==> src/hw/rtl/rsl_pkg.sv <==
// Shared constants, types and status codes for the raw string literal lexer.
`timescale 1ns / 1ps

package rsl_pkg;

    // Largest opening hash count that is accepted
    localparam int MAX_HASHES = 15;
    localparam int HASH_W     = $clog2(MAX_HASHES + 1);

    // Character codes
    localparam logic [7:0] CH_HASH   = 8'h23;
    localparam logic [7:0] CH_QUOTE  = 8'h22;
    localparam logic [7:0] CH_BSLASH = 8'h5C;
    localparam logic [7:0] CH_UPPR   = 8'h52;
    localparam logic [7:0] CH_LOWR   = 8'h72;
    localparam logic [7:0] CH_LOWT   = 8'h74;
    localparam logic [7:0] CH_LOWN   = 8'h6E;
    localparam logic [7:0] CH_LOWF   = 8'h66;
    localparam logic [7:0] CH_LOWB   = 8'h62;
    localparam logic [7:0] CH_TAB    = 8'h09;
    localparam logic [7:0] CH_CR     = 8'h0D;
    localparam logic [7:0] CH_LF     = 8'h0A;
    localparam logic [7:0] CH_FF     = 8'h0C;
    localparam logic [7:0] CH_BS     = 8'h08;

    // Status codes carried on the result word
    localparam logic [2:0] ST_BUSY     = 3'd0;
    localparam logic [2:0] ST_CLOSED   = 3'd1;
    localparam logic [2:0] ST_NO_OPEN  = 3'd2;
    localparam logic [2:0] ST_UNCLOSED = 3'd3;
    localparam logic [2:0] ST_DANGLING = 3'd4;
    localparam logic [2:0] ST_TOO_MANY = 3'd5;

    // Character class flags from the decoder
    typedef struct packed {
        logic is_quote;
        logic is_hash;
        logic is_escape;   // backslash outside raw mode
        logic is_prefix;   // r or R
    } t_char_class;

endpackage

==> src/hw/rtl/rsl_decode.sv <==
// Character classifier and escape mapper for the raw string literal lexer.
`timescale 1ns / 1ps

module rsl_decode (
    input  logic [7:0]          i_char,
    input  logic                i_raw_mode,
    output rsl_pkg::t_char_class o_class,
    output logic [7:0]          o_unescaped
);

    // Classify the byte
    always_comb begin
        o_class.is_quote  = (i_char == rsl_pkg::CH_QUOTE);
        o_class.is_hash   = (i_char == rsl_pkg::CH_HASH);
        o_class.is_escape = (i_char == rsl_pkg::CH_BSLASH) && !i_raw_mode;
        o_class.is_prefix = (i_char == rsl_pkg::CH_LOWR) || (i_char == rsl_pkg::CH_UPPR);
    end

    // Map escape letters to control codes, others pass through
    always_comb begin
        case (i_char)
            rsl_pkg::CH_LOWT: o_unescaped = rsl_pkg::CH_TAB;
            rsl_pkg::CH_LOWR: o_unescaped = rsl_pkg::CH_CR;
            rsl_pkg::CH_LOWN: o_unescaped = rsl_pkg::CH_LF;
            rsl_pkg::CH_LOWF: o_unescaped = rsl_pkg::CH_FF;
            rsl_pkg::CH_LOWB: o_unescaped = rsl_pkg::CH_BS;
            default:          o_unescaped = i_char;
        endcase
    end

endmodule

==> src/hw/rtl/raw_string_literal_lexer_unit.sv <==
// Raw string literal lexer top level: lexer state, word sequencer, output register.
// Results: each result word of an accepted word is loaded into the output register
// when the slot is free. A word yields up to MAX_HASHES + 1 result words on a failed
//   closing match, counted out by the hash counter of the flush sequencer. A new word
//   waits for an idle sequencer, but not for the output register to drain.
// Reset: synchronous, active low; returns to idle awaiting a prefix, no result pending.
`timescale 1ns / 1ps

module raw_string_literal_lexer_unit (
    input  logic       i_clk,
    input  logic       i_rst_n,
    // input channel
    input  logic       i_valid,
    output logic       o_ready,
    input  logic       i_kind,
    input  logic [7:0] i_in_char,
    // output channel
    output logic       o_valid,
    input  logic       i_ready,
    output logic [7:0] o_out_char,
    output logic       o_char_valid,
    output logic [2:0] o_status,
    output logic       o_last
);

    localparam int HW = rsl_pkg::HASH_W;

    typedef enum logic [2:0] {
        PH_IDLE    = 3'd0,
        PH_HASHES  = 3'd1,
        PH_BODY    = 3'd2,
        PH_ESCAPE  = 3'd3,
        PH_PENDING = 3'd4
    } t_phase;

    typedef enum logic [1:0] {
        SQ_IDLE  = 2'd0,
        SQ_QUOTE = 2'd1,
        SQ_HASH  = 2'd2,
        SQ_TAIL  = 2'd3
    } t_seq;

    // Lexer state
    t_phase          r_phase, n_phase;
    logic            r_raw_mode, n_raw_mode;
    logic [HW-1:0]   r_hash_goal, n_hash_goal;
    logic [HW-1:0]   r_hash_seen, n_hash_seen;

    // Sequencer state
    t_seq            r_seq, n_seq;
    logic [HW-1:0]   r_cnt, n_cnt;
    logic            r_tail_en, n_tail_en;
    logic            r_tail_chr, n_tail_chr;
    logic [7:0]      r_tail_byte, n_tail_byte;
    logic [2:0]      r_tail_status, n_tail_status;

    // Output register
    logic            r_o_valid, n_o_valid;
    logic [7:0]      r_o_char, n_o_char;
    logic            r_o_char_valid, n_o_char_valid;
    logic [2:0]      r_o_status, n_o_status;
    logic            r_o_last, n_o_last;

    rsl_pkg::t_char_class w_class;
    logic [7:0]           w_unesc;
    logic                 w_accept;
    logic                 w_slot_free;

    // Body byte outcome
    logic       b_tail_en;
    logic [2:0] b_status;
    t_phase     b_phase;
    logic       b_clear;

    // Plan for the accepted word
    t_phase        p_phase;
    logic          p_raw;
    logic [HW-1:0] p_goal;
    logic [HW-1:0] p_seen;
    logic          p_flush;
    logic          p_tail_en;
    logic          p_tail_chr;
    logic [7:0]    p_tail_byte;
    logic [2:0]    p_tail_status;
    logic          p_clear;

    logic [HW:0]   w_seen_inc;

    rsl_decode u_decode (
        .i_char      (i_in_char),
        .i_raw_mode  (r_raw_mode),
        .o_class     (w_class),
        .o_unescaped (w_unesc)
    );

    assign o_ready      = (r_seq == SQ_IDLE);
    assign w_accept     = i_valid && o_ready;
    assign w_slot_free  = !r_o_valid || i_ready;
    assign w_seen_inc   = {1'b0, r_hash_seen} + {{HW{1'b0}}, 1'b1};

    assign o_valid      = r_o_valid;
    assign o_out_char   = r_o_char;
    assign o_char_valid = r_o_char_valid;
    assign o_status     = r_o_status;
    assign o_last       = r_o_last;

    // Ordinary body byte: quote opens a closing match, backslash an escape
    always_comb begin
        b_tail_en = 1'b0;
        b_status  = rsl_pkg::ST_BUSY;
        b_phase   = PH_BODY;
        b_clear   = 1'b0;
        if (w_class.is_quote) begin
            if (r_hash_goal == '0) begin
                b_tail_en = 1'b1;
                b_status  = rsl_pkg::ST_CLOSED;
                b_clear   = 1'b1;
            end else begin
                b_phase = PH_PENDING;
            end
        end else if (w_class.is_escape) begin
            b_phase = PH_ESCAPE;
        end else begin
            b_tail_en = 1'b1;
        end
    end

    // Lexer step for one word
    always_comb begin
        p_phase       = r_phase;
        p_raw         = r_raw_mode;
        p_goal        = r_hash_goal;
        p_seen        = r_hash_seen;
        p_flush       = 1'b0;
        p_tail_en     = 1'b0;
        p_tail_chr    = 1'b0;
        p_tail_byte   = i_in_char;
        p_tail_status = rsl_pkg::ST_BUSY;
        p_clear       = 1'b0;
        if (i_kind) begin
            // end of input
            p_tail_en = 1'b1;
            p_clear   = 1'b1;
            case (r_phase)
                PH_BODY:    p_tail_status = rsl_pkg::ST_UNCLOSED;
                PH_ESCAPE:  p_tail_status = rsl_pkg::ST_DANGLING;
                PH_PENDING: begin
                    p_flush       = 1'b1;
                    p_tail_status = rsl_pkg::ST_UNCLOSED;
                end
                default:    p_tail_status = rsl_pkg::ST_NO_OPEN;
            endcase
        end else begin
            case (r_phase)
                PH_BODY: begin
                    p_phase       = b_phase;
                    p_seen        = '0;
                    p_tail_en     = b_tail_en;
                    p_tail_chr    = (b_status == rsl_pkg::ST_BUSY);
                    p_tail_status = b_status;
                    p_clear       = b_clear;
                end
                PH_ESCAPE: begin
                    p_phase     = PH_BODY;
                    p_tail_en   = 1'b1;
                    p_tail_chr  = 1'b1;
                    p_tail_byte = w_unesc;
                end
                PH_PENDING: begin
                    if (w_class.is_hash) begin
                        if (w_seen_inc >= {1'b0, r_hash_goal}) begin
                            p_tail_en     = 1'b1;
                            p_tail_status = rsl_pkg::ST_CLOSED;
                            p_clear       = 1'b1;
                        end else begin
                            p_seen = w_seen_inc[HW-1:0];
                        end
                    end else begin
                        // failed match: flush, then lex the byte as body text
                        p_flush       = 1'b1;
                        p_phase       = b_phase;
                        p_seen        = '0;
                        p_tail_en     = b_tail_en;
                        p_tail_chr    = (b_status == rsl_pkg::ST_BUSY);
                        p_tail_status = b_status;
                        p_clear       = b_clear;
                    end
                end
                default: begin
                    if (r_phase != PH_HASHES && w_class.is_prefix) begin
                        p_raw   = 1'b1;
                        p_phase = PH_HASHES;
                    end else if (w_class.is_hash) begin
                        if (r_hash_goal >= HW'(rsl_pkg::MAX_HASHES)) begin
                            p_tail_en     = 1'b1;
                            p_tail_status = rsl_pkg::ST_TOO_MANY;
                            p_clear       = 1'b1;
                        end else begin
                            p_goal  = r_hash_goal + {{(HW-1){1'b0}}, 1'b1};
                            p_phase = PH_HASHES;
                        end
                    end else if (w_class.is_quote) begin
                        p_phase = PH_BODY;
                        p_seen  = '0;
                    end else begin
                        p_tail_en     = 1'b1;
                        p_tail_status = rsl_pkg::ST_NO_OPEN;
                        p_clear       = 1'b1;
                    end
                end
            endcase
        end
        if (p_clear) begin
            p_phase = PH_IDLE;
            p_raw   = 1'b0;
            p_goal  = '0;
            p_seen  = '0;
        end
    end

    // Next state: accept a word, then emit its results one per free slot
    always_comb begin
        n_phase        = r_phase;
        n_raw_mode     = r_raw_mode;
        n_hash_goal    = r_hash_goal;
        n_hash_seen    = r_hash_seen;
        n_seq          = r_seq;
        n_cnt          = r_cnt;
        n_tail_en      = r_tail_en;
        n_tail_chr     = r_tail_chr;
        n_tail_byte    = r_tail_byte;
        n_tail_status  = r_tail_status;
        n_o_valid      = r_o_valid && !i_ready;
        n_o_char       = r_o_char;
        n_o_char_valid = r_o_char_valid;
        n_o_status     = r_o_status;
        n_o_last       = r_o_last;

        case (r_seq)
            SQ_IDLE: begin
                if (w_accept) begin
                    n_phase       = p_phase;
                    n_raw_mode    = p_raw;
                    n_hash_goal   = p_goal;
                    n_hash_seen   = p_seen;
                    n_cnt         = r_hash_seen;
                    n_tail_en     = p_tail_en;
                    n_tail_chr    = p_tail_chr;
                    n_tail_byte   = p_tail_byte;
                    n_tail_status = p_tail_status;
                    if (p_flush) begin
                        n_seq = SQ_QUOTE;
                    end else if (p_tail_en) begin
                        n_seq = SQ_TAIL;
                    end
                end
            end
            SQ_QUOTE: begin
                if (w_slot_free) begin
                    n_o_valid      = 1'b1;
                    n_o_char       = rsl_pkg::CH_QUOTE;
                    n_o_char_valid = 1'b1;
                    n_o_status     = rsl_pkg::ST_BUSY;
                    n_o_last       = (r_cnt == '0) && !r_tail_en;
                    if (r_cnt != '0) begin
                        n_seq = SQ_HASH;
                    end else if (r_tail_en) begin
                        n_seq = SQ_TAIL;
                    end else begin
                        n_seq = SQ_IDLE;
                    end
                end
            end
            SQ_HASH: begin
                if (w_slot_free) begin
                    n_o_valid      = 1'b1;
                    n_o_char       = rsl_pkg::CH_HASH;
                    n_o_char_valid = 1'b1;
                    n_o_status     = rsl_pkg::ST_BUSY;
                    n_o_last       = (r_cnt == HW'(1)) && !r_tail_en;
                    n_cnt          = r_cnt - {{(HW-1){1'b0}}, 1'b1};
                    if (r_cnt == HW'(1)) begin
                        n_seq = r_tail_en ? SQ_TAIL : SQ_IDLE;
                    end
                end
            end
            SQ_TAIL: begin
                if (w_slot_free) begin
                    n_o_valid      = 1'b1;
                    n_o_char       = r_tail_chr ? r_tail_byte : 8'h00;
                    n_o_char_valid = r_tail_chr;
                    n_o_status     = r_tail_status;
                    n_o_last       = 1'b1;
                    n_seq          = SQ_IDLE;
                end
            end
            default: n_seq = SQ_IDLE;
        endcase
    end

    // State and output registers
    always_ff @(posedge i_clk) begin
        if (!i_rst_n) begin
            r_phase     <= PH_IDLE;
            r_raw_mode  <= 1'b0;
            r_hash_goal <= '0;
            r_hash_seen <= '0;
            r_seq       <= SQ_IDLE;
            r_cnt       <= '0;
            r_tail_en   <= 1'b0;
            r_o_valid   <= 1'b0;
        end else begin
            r_phase     <= n_phase;
            r_raw_mode  <= n_raw_mode;
            r_hash_goal <= n_hash_goal;
            r_hash_seen <= n_hash_seen;
            r_seq       <= n_seq;
            r_cnt       <= n_cnt;
            r_tail_en   <= n_tail_en;
            r_o_valid   <= n_o_valid;
        end
        r_tail_chr     <= n_tail_chr;
        r_tail_byte    <= n_tail_byte;
        r_tail_status  <= n_tail_status;
        r_o_char       <= n_o_char;
        r_o_char_valid <= n_o_char_valid;
        r_o_status     <= n_o_status;
        r_o_last       <= n_o_last;
    end

`ifndef SYNTH
    // hash emission never starts from an empty count
    a_hash_cnt: assert property (@(posedge i_clk) disable iff (!i_rst_n)
        r_seq == SQ_HASH |-> r_cnt != '0)
        else $error("hash flush with zero count");

    // a closing match is only pending with a nonzero goal
    a_pend_goal: assert property (@(posedge i_clk) disable iff (!i_rst_n)
        r_phase == PH_PENDING |-> (r_hash_goal != '0 && r_hash_seen < r_hash_goal))
        else $error("pending match out of range");

    // opening count never exceeds the limit
    a_goal_max: assert property (@(posedge i_clk) disable iff (!i_rst_n)
        r_hash_goal <= HW'(rsl_pkg::MAX_HASHES))
        else $error("hash goal above limit");

    // body characters are busy words, status words close the item
    a_word_kind: assert property (@(posedge i_clk) disable iff (!i_rst_n)
        r_o_valid && !r_o_char_valid |-> (r_o_last && r_o_status != rsl_pkg::ST_BUSY))
        else $error("status word malformed");

    // a new word is taken only when nothing is left to emit
    a_accept_idle: assert property (@(posedge i_clk) disable iff (!i_rst_n)
        w_accept |-> (r_seq == SQ_IDLE))
        else $error("word accepted while sequencing");
`endif

endmodule
==> config.mk <==
export PLATFORM = sky130hd
export DESIGN_NAME = raw_string_literal_lexer_unit
export DESIGN_NICKNAME = d
export VERILOG_FILES = /design/src/hw/rtl/rsl_pkg.sv /design/src/hw/rtl/rsl_decode.sv /design/src/hw/rtl/raw_string_literal_lexer_unit.sv
export SDC_FILE = /design/constraint.sdc
export NUM_CORES = 1
export LEC_CHECK = 0
export ABC_AREA = 1
export ABC_CLOCK_PERIOD_IN_PS = 1800
export BUFFER_PORTS_ARGS = -buffer_cell sky130_fd_sc_hd__clkbuf_2
export CAP_MARGIN = 30
export CORE_ASPECT_RATIO = 0.8
export CORE_MARGIN = 4
export CORE_UTILIZATION = 52
export CTS_BUF_LIST = sky130_fd_sc_hd__clkbuf_2 sky130_fd_sc_hd__clkbuf_4 sky130_fd_sc_hd__clkbuf_8
export DETAILED_ROUTE_END_ITERATION = 10
export PLACE_DENSITY = 0.74
export SETUP_SLACK_MARGIN = 0.1
export SYNTH_ARGS = -nofsm -noshare
export SYNTH_HDL_FRONTEND = slang
export SYNTH_SLANG_ARGS = --single-unit
==> constraint.sdc <==
create_clock -name i_clk -period 1.8 [get_ports i_clk]
set_input_delay 0 -clock i_clk [delete_from_list [all_inputs] [get_ports i_clk]]
set_output_delay 0 -clock i_clk [all_outputs]
set_load 0.005 [all_outputs]
Word level (Yosys, flattened, before mapping)
Cells that the tools add are included.

Bits in registers: 45. Output and inout bits: 15.

Add/subtract/negate cells: 3. $lt $le $gt $ge: 2. Equality and inequality tests: 34. Multiplexer cells: 93. Reductions and logical operators: 37.

Operator list (number): $mux 4 (15); $eq 8x7->1 const B (7); $mux 3 (16); $mux 8 (6); $pmux 8 s5 (1); $mux 1 (32); $pmux 8 s3 (1); $mux 2 (10); $pmux 3 s3 (2); $eq 8x6->1 const B (2); $ne 2x2->1 const B (7); $pmux 1 s3 (4); $pmux 3 s2 (2); $pmux 4 s3 (1); $reduce_and 6->1 (2); $logic_not 4->1 (2); $ne 2x1->1 const B (4); $ne 4x4->1 const B (2); $pmux 2 s4 (1); $pmux 4 s2 (1); $reduce_and 8->1 (1); $reduce_bool 2->1 (4); $reduce_bool 4->1 (2); $reduce_and 7->1 (1); 28 further kinds (43).

Longest topological paths before layout
Depth in word-level cells: 11. Gate-level depth with buffers: 15.

By module
From an unflattened synthesis, not the netlist that was laid out.

Cell total of the unflattened synthesis: 366. Area total of the unflattened synthesis: 2872.8 µm².

Modules (own cells, without submodules): raw_string_literal_lexer_unit (instances 1, cells an instance 316, area each 2636.3 µm²); rsl_decode (instances 1, cells an instance 50, area each 236.5 µm²).

Worst setup path after synthesis
OpenSTA, ideal clock, no wires.

Path kind: register to register. Start: register r_hash_seen[0]. End: register r_phase[1]. Library setup time: 113 ps. Arrival time: 1842 ps. Data required time: 1687 ps. Slack: -155 ps. Cell stages (with the launch flop): 14. Cell sequence: dfxtp_1 > ha_1 > xor2_1 > ha_1 > nand2_1 > a21oi_1 > nor2_1 > nand3_1 > nand3_2 > nand4_2 > nand2_2 > inv_2 > nor2_1 > nor2_1.

Cells in the longest elaborated chain, start to end: 8. Elaborated cells between the ends (all ways): 12. Classes of those cells: add/sub: 1; order compare: 1; eq/ne: 3; mux: 5; reduce/logical: 2.

Ends and longest elaborated chain: start, declared (line raw_string_literal_lexer_unit.sv:47) `logic [HW-1:0] r_hash_seen, n_hash_seen;`; start signal, assigned (line raw_string_literal_lexer_unit.sv:316) `r_hash_seen <= n_hash_seen;`; $add 4x1->5 * (line raw_string_literal_lexer_unit.sv:99) `assign w_seen_inc = {1'b0, r_hash_seen} + {{HW{1'b0}}, 1'b1};`; $ge 5x4->1 * (line raw_string_literal_lexer_unit.sv:171) `if (w_seen_inc >= {1'b0, r_hash_goal}) begin`; $mux 1 * (line raw_string_literal_lexer_unit.sv:171); $mux 1 * (line raw_string_literal_lexer_unit.sv:170) `if (w_class.is_hash) begin`; $pmux 1 s3 * (line raw_string_literal_lexer_unit.sv:154) `case (r_phase)`; $mux 1 * (line raw_string_literal_lexer_unit.sv:140) `if (i_kind) begin`; $ne 6x6->1 (no source line), or another cell as far along; $reduce_and 6->1 (no source line); end signal, assigned (line raw_string_literal_lexer_unit.sv:313) `r_phase <= n_phase;`; end, declared (line raw_string_literal_lexer_unit.sv:44) `t_phase r_phase, n_phase;`.

Every way passes the cells marked *; elsewhere a longest branch is shown, timed or not. A chain may end at the register's enable or synchronous reset.

Final worst setup path
Start: register r_hash_seen[1]. End: register r_hash_seen[2].

Cells in the longest elaborated chain, start to end: 8. Elaborated cells between the ends (all ways): 18. Classes of those cells: add/sub: 1; order compare: 1; eq/ne: 5; mux: 9; reduce/logical: 2.

Ends and longest elaborated chain (line): $add 4x1->5 * (raw_string_literal_lexer_unit.sv:99); $ge 5x4->1 (raw_string_literal_lexer_unit.sv:171); $mux 1 (raw_string_literal_lexer_unit.sv:171); $mux 1 (raw_string_literal_lexer_unit.sv:170); $pmux 1 s3 (raw_string_literal_lexer_unit.sv:154); $mux 1 (raw_string_literal_lexer_unit.sv:140); $ne 4x4->1 (no source line), or another cell as far along; $reduce_and 8->1 (no source line).

Every way passes the cells marked *; elsewhere a longest branch is shown, timed or not. The select of a mux whose other input is x is not followed.

==> flow_metrics.py <==
metrics = {
    "outcome": {
        "outcome": "finished, violations left",
        "violations": "setup timing",
    },
    "sta": {
        "setup_ws_ns": -0.232,
        "period_needed_ns": 2.03,
        "finClkSkew_ns": 0.00429,
        "slew_headroom_pct": 65.0,
        "final_setup_fails": 15,
        "timing.final.crit_share_pct": 113,
        "clock.fmax_mhz": 492,
        "worstMarginPinSlew_ns": 0.518,
        "finalHoldViolations": 0,
        "final-max-slew-violation-count": 0,
        "grt_setup_unrepaired": "true",
    },
    "worst_setup_path": {
        "startpoint_type": "flip-flop",
        "worst_r2r_end": "r_hash_seen[2]",
        "timing.setup.critical_path_class": "flip-flop to flip-flop",
        "worst_r2r_startpoint": "r_hash_seen[1]",
        "critical_path.endpoint_type": "flip-flop",
        "arrival_ns": 2.25,
        "worst-path-max-fanout": 8,
        "critical_path.cell_chain": "ha_4, xor2_2, ha_1, nand2_1, a21oi_2, nor2_2, nand3_2, nand3_4, nand4_2, nand2_4, nand2_1, nand2_1, nor2_1",
        "critical_path.endpoint": "r_hash_seen[2]",
        "path_depth": 13,
        "worstPathRequired_ns": 2.01,
        "largest_stage_delay_on_the_critical_path_ns": 0.38,
        "cp_most_frequent_cell": "sky130_fd_sc_hd__nand2_1",
        "crit_slowest_cell": "sky130_fd_sc_hd__dfxtp_4",
        "critical_path_buf_inv_count": 0,
        "worst_setup_path_startpoint": "r_hash_seen[1]",
        "reg2reg_slack_ns": -0.23,
        "worst_r2r_path_depth": 13,
        "timing.critical_path.max_delay_family": "simple AND/OR/NAND/NOR gates",
    },
    "routing": {
        "wire_per_inst_um": 13.0,
        "drt_iter0_drc": 101,
        "wl_met3_um": 364,
        "top_layer_used": "met4",
        "detail_route.drc_violations": 0,
        "dr.pass1.iters": 5,
        "totalWireLength_mm": 6.24,
        "routed_via_density": 5.16,
        "route.layer.met1.wl_mm": 3.01,
        "vias": 2489,
        "drt.antenna.violating_nets": 0,
        "met2WireLength_mm": 2.82,
    },
    "floorplanning": {
        "core-area_mm2": 0.00506,
        "chipWidth_um": 89.5,
        "floorplan.die.height_um": 73.2,
        "starting_utilization_of_the_core_area_pct": 54.6,
        "die_area_mm2": 0.00655,
        "rows": 23,
        "top_level_ports": 28,
    },
    "cells_and_area": {
        "synthToLayoutAreaGrowth_pct": 23.1,
        "final_nets": 445,
        "mostFrequentLayoutCell": "sky130_fd_sc_hd__nand2_1",
        "most-common-layout-cells": "65 x sky130_fd_sc_hd__nand2_1, 63 x sky130_fd_sc_hd__inv_1, 56 x sky130_fd_sc_hd__nor2_1",
        "fillCellCount": 422,
        "final_core_util_pct": 67.2,
        "antennaDiodeCount": 0,
        "post_route_cells_drive_above_1_share_pct": 26.4,
    },
    "global_route": {
        "antenna_found_initial": 0,
        "largest_net_degree_at_the_start_of_global_routing": 18,
        "gr-usage-all-layers_pct": 20.6,
        "vias_in_the_first_global_route": 2276,
        "grt_overflow_total": 0,
        "grt_first_pass_wirelength_mm": 10.5,
    },
    "pwr": {
        "power.leakage_uw": 0.00160,
        "power.total_uw": 4410,
        "power_density_mw_per_mm2": 1300,
        "ir_worst_vdd_mv": 1.05,
    },
    "synthesis": {
        "syn-instance-count": 366,
        "asyncSetResetFlopFracSynth_pct": 0,
        "netlist_area_mm2": 0.00276,
        "synth.ff_latch_count": 45,
        "seq_area_frac_synth_pct": 41.6,
        "synth_enable_flop_cells": 25,
        "synth_nets": 392,
        "avgSynthCellArea_um2": 7.55,
        "ys.warnings.count": 0,
        "yosys_most_used_dff": "sky130_fd_sc_hd__edfxtp_1",
        "yosys.cell_types.count": 33,
    },
    "placement": {
        "gp_congestion": 0.922,
        "place.port_buffers": 27,
        "detailedPlacementHpwl_mm": 4.65,
    },
    "clock_tree": {
        "cts-htree-levels": 2,
        "cts_buffers": 5,
        "clockBufferDepth": 2,
        "clock_sink_count": 45,
        "clock_insertion_delay_worst_skew_ns": 0.31,
        "tritoncts": "built",
        "clk_root_buffer_cell": "sky130_fd_sc_hd__clkbuf_8",
        "clock_transition_at_the_registers_of_the_reported_paths_ns": 0.10,
    },
    "min_path": {
        "worstHoldPathType": "input pin to flip-flop",
    },
    "job": {
        "timing.max_cap.violations": 0,
    },
}
## worst min-delay path by stage
stage	start	end	slack (ns)	cells after the start
finish	i_ready	o_valid	0.01	4
global route	i_ready	o_valid	0.04	4
CTS	i_ready	o_valid	0.004	4
detailed placement	i_in_char[7]	r_tail_byte[7]	0.24	1
global placement	i_in_char[7]	r_tail_byte[7]	0.23	1
floorplan	i_rst_n	r_cnt[0]	0.14	2
## metal layers
| metal | vias to the layer above | track usage, % |
|---|---|---|
| met3 | 5 | 4.06 |
| met4 | 0 | 3.97 |
| met1 | 1136 | 30.2 |
| met5 | - | 0 |
| met2 | 70 | 31.7 |
| li1 | 1278 | - |
## report_power, final
part           internal (uW)  total [uW]  switching [uW]
logic                    834        2050            1210
clock network            294         715             421
registers               1470        1650             174
total                   2600        4410            1810
## what timing repair did
item / in CTS / in global routing
endpoints found under the hold margin: 1 / 0
setup buffers: 1 / 3
setup endpoints to repair: 25 / 34
pin swaps: 11 / 4
resized for setup: 15 / 18
hold buffers: 1 / 0
## tightest hold or removal path: cells and delay by family
kind,cells,cell delay [ns]
buffers and inverters,2,0.16
AOI/OAI and AO/OA,1,0.07
and+or+nand+nor,1,0.05
## through the flow
stage | setup slack [ns] | hold slack (ns) | std cells | area (um2) | setup TNS [ns]
final | -0.232 | 0.0117 | 482 | 3400 | -3.00
after detailed placement | -0.214 | 0.237 | 469 | 3130 | -2.72
after floorplan | -0.0605 | 0.138 | 366 | 2800 | -0.372
after global placement | -0.168 | 0.226 | 469 | 3130 | -1.95
after CTS | -0.187 | 0.00370 | 479 | 3320 | -2.40
after global routing | -0.322 | 0.0377 | 482 | 3400 | -4.29
## synthesized netlist by cell type, types with 3 or more instances
cell type                   n  area [um2]
sky130_fd_sc_hd__nor2_4     4        45.0
sky130_fd_sc_hd__nor2_1    58         218
sky130_fd_sc_hd__inv_1     65         244
sky130_fd_sc_hd__a31oi_1    3        18.8
sky130_fd_sc_hd__nand3_2    3        30.0
sky130_fd_sc_hd__dfxtp_1   20         400
sky130_fd_sc_hd__o21ai_0   12        60.1
sky130_fd_sc_hd__nor3_1     4        20.0
sky130_fd_sc_hd__ha_1      13         163
sky130_fd_sc_hd__nand4_1    6        37.5
sky130_fd_sc_hd__nor2_2     3        18.8
sky130_fd_sc_hd__nand2_1   68         255
sky130_fd_sc_hd__xor2_1     6        52.6
sky130_fd_sc_hd__nand3_1   28         140
sky130_fd_sc_hd__edfxtp_1  25         751
sky130_fd_sc_hd__nand2_2    7        43.8
sky130_fd_sc_hd__a21oi_1   15        75.1
sky130_fd_sc_hd__inv_2      5        18.8
## layout make-up
| type | instances | area [um2] | share of cell area [%] |
|---|---|---|---|
| multi-input cells | 246 | 1470 | 43.1 |
| flip-flops and latches | 45 | 1170 | 34.3 |
| repair buffers | 50 | 323 | 9.49 |
| inverters | 71 | 272 | 7.98 |
| well taps | 62 | 77.6 | 2.28 |
| clock buffers | 5 | 68.8 | 2.02 |
| clock inverters | 3 | 28.8 | 0.846 |
## flip-flops by register name (all words and copies together), names as in the netlist
register,flops
o_status,3
o_char_valid,1
r_tail_status,3
r_tail_chr,1
r_tail_en,1
r_seq,2
r_tail_byte,8
r_phase,3
r_hash_seen,4
o_out_char,8
r_hash_goal,4
o_last,1
o_valid,1
r_raw_mode,1
r_cnt,4
## logic make-up (layout without fill, tap and decap cells)
group	Yosys count	count (layout)	synth area share, %
DFF	45	45	41.6
adders and majority gates	13	13	5.89
AOI/OAI and AO/OA	41	41	8.65
and+or+nand+nor	186	186	31.6
xor gates and xnor gates	6	6	1.90
buffers and inverters	75	129	10.3
Power figures use the tool's default switching activity.
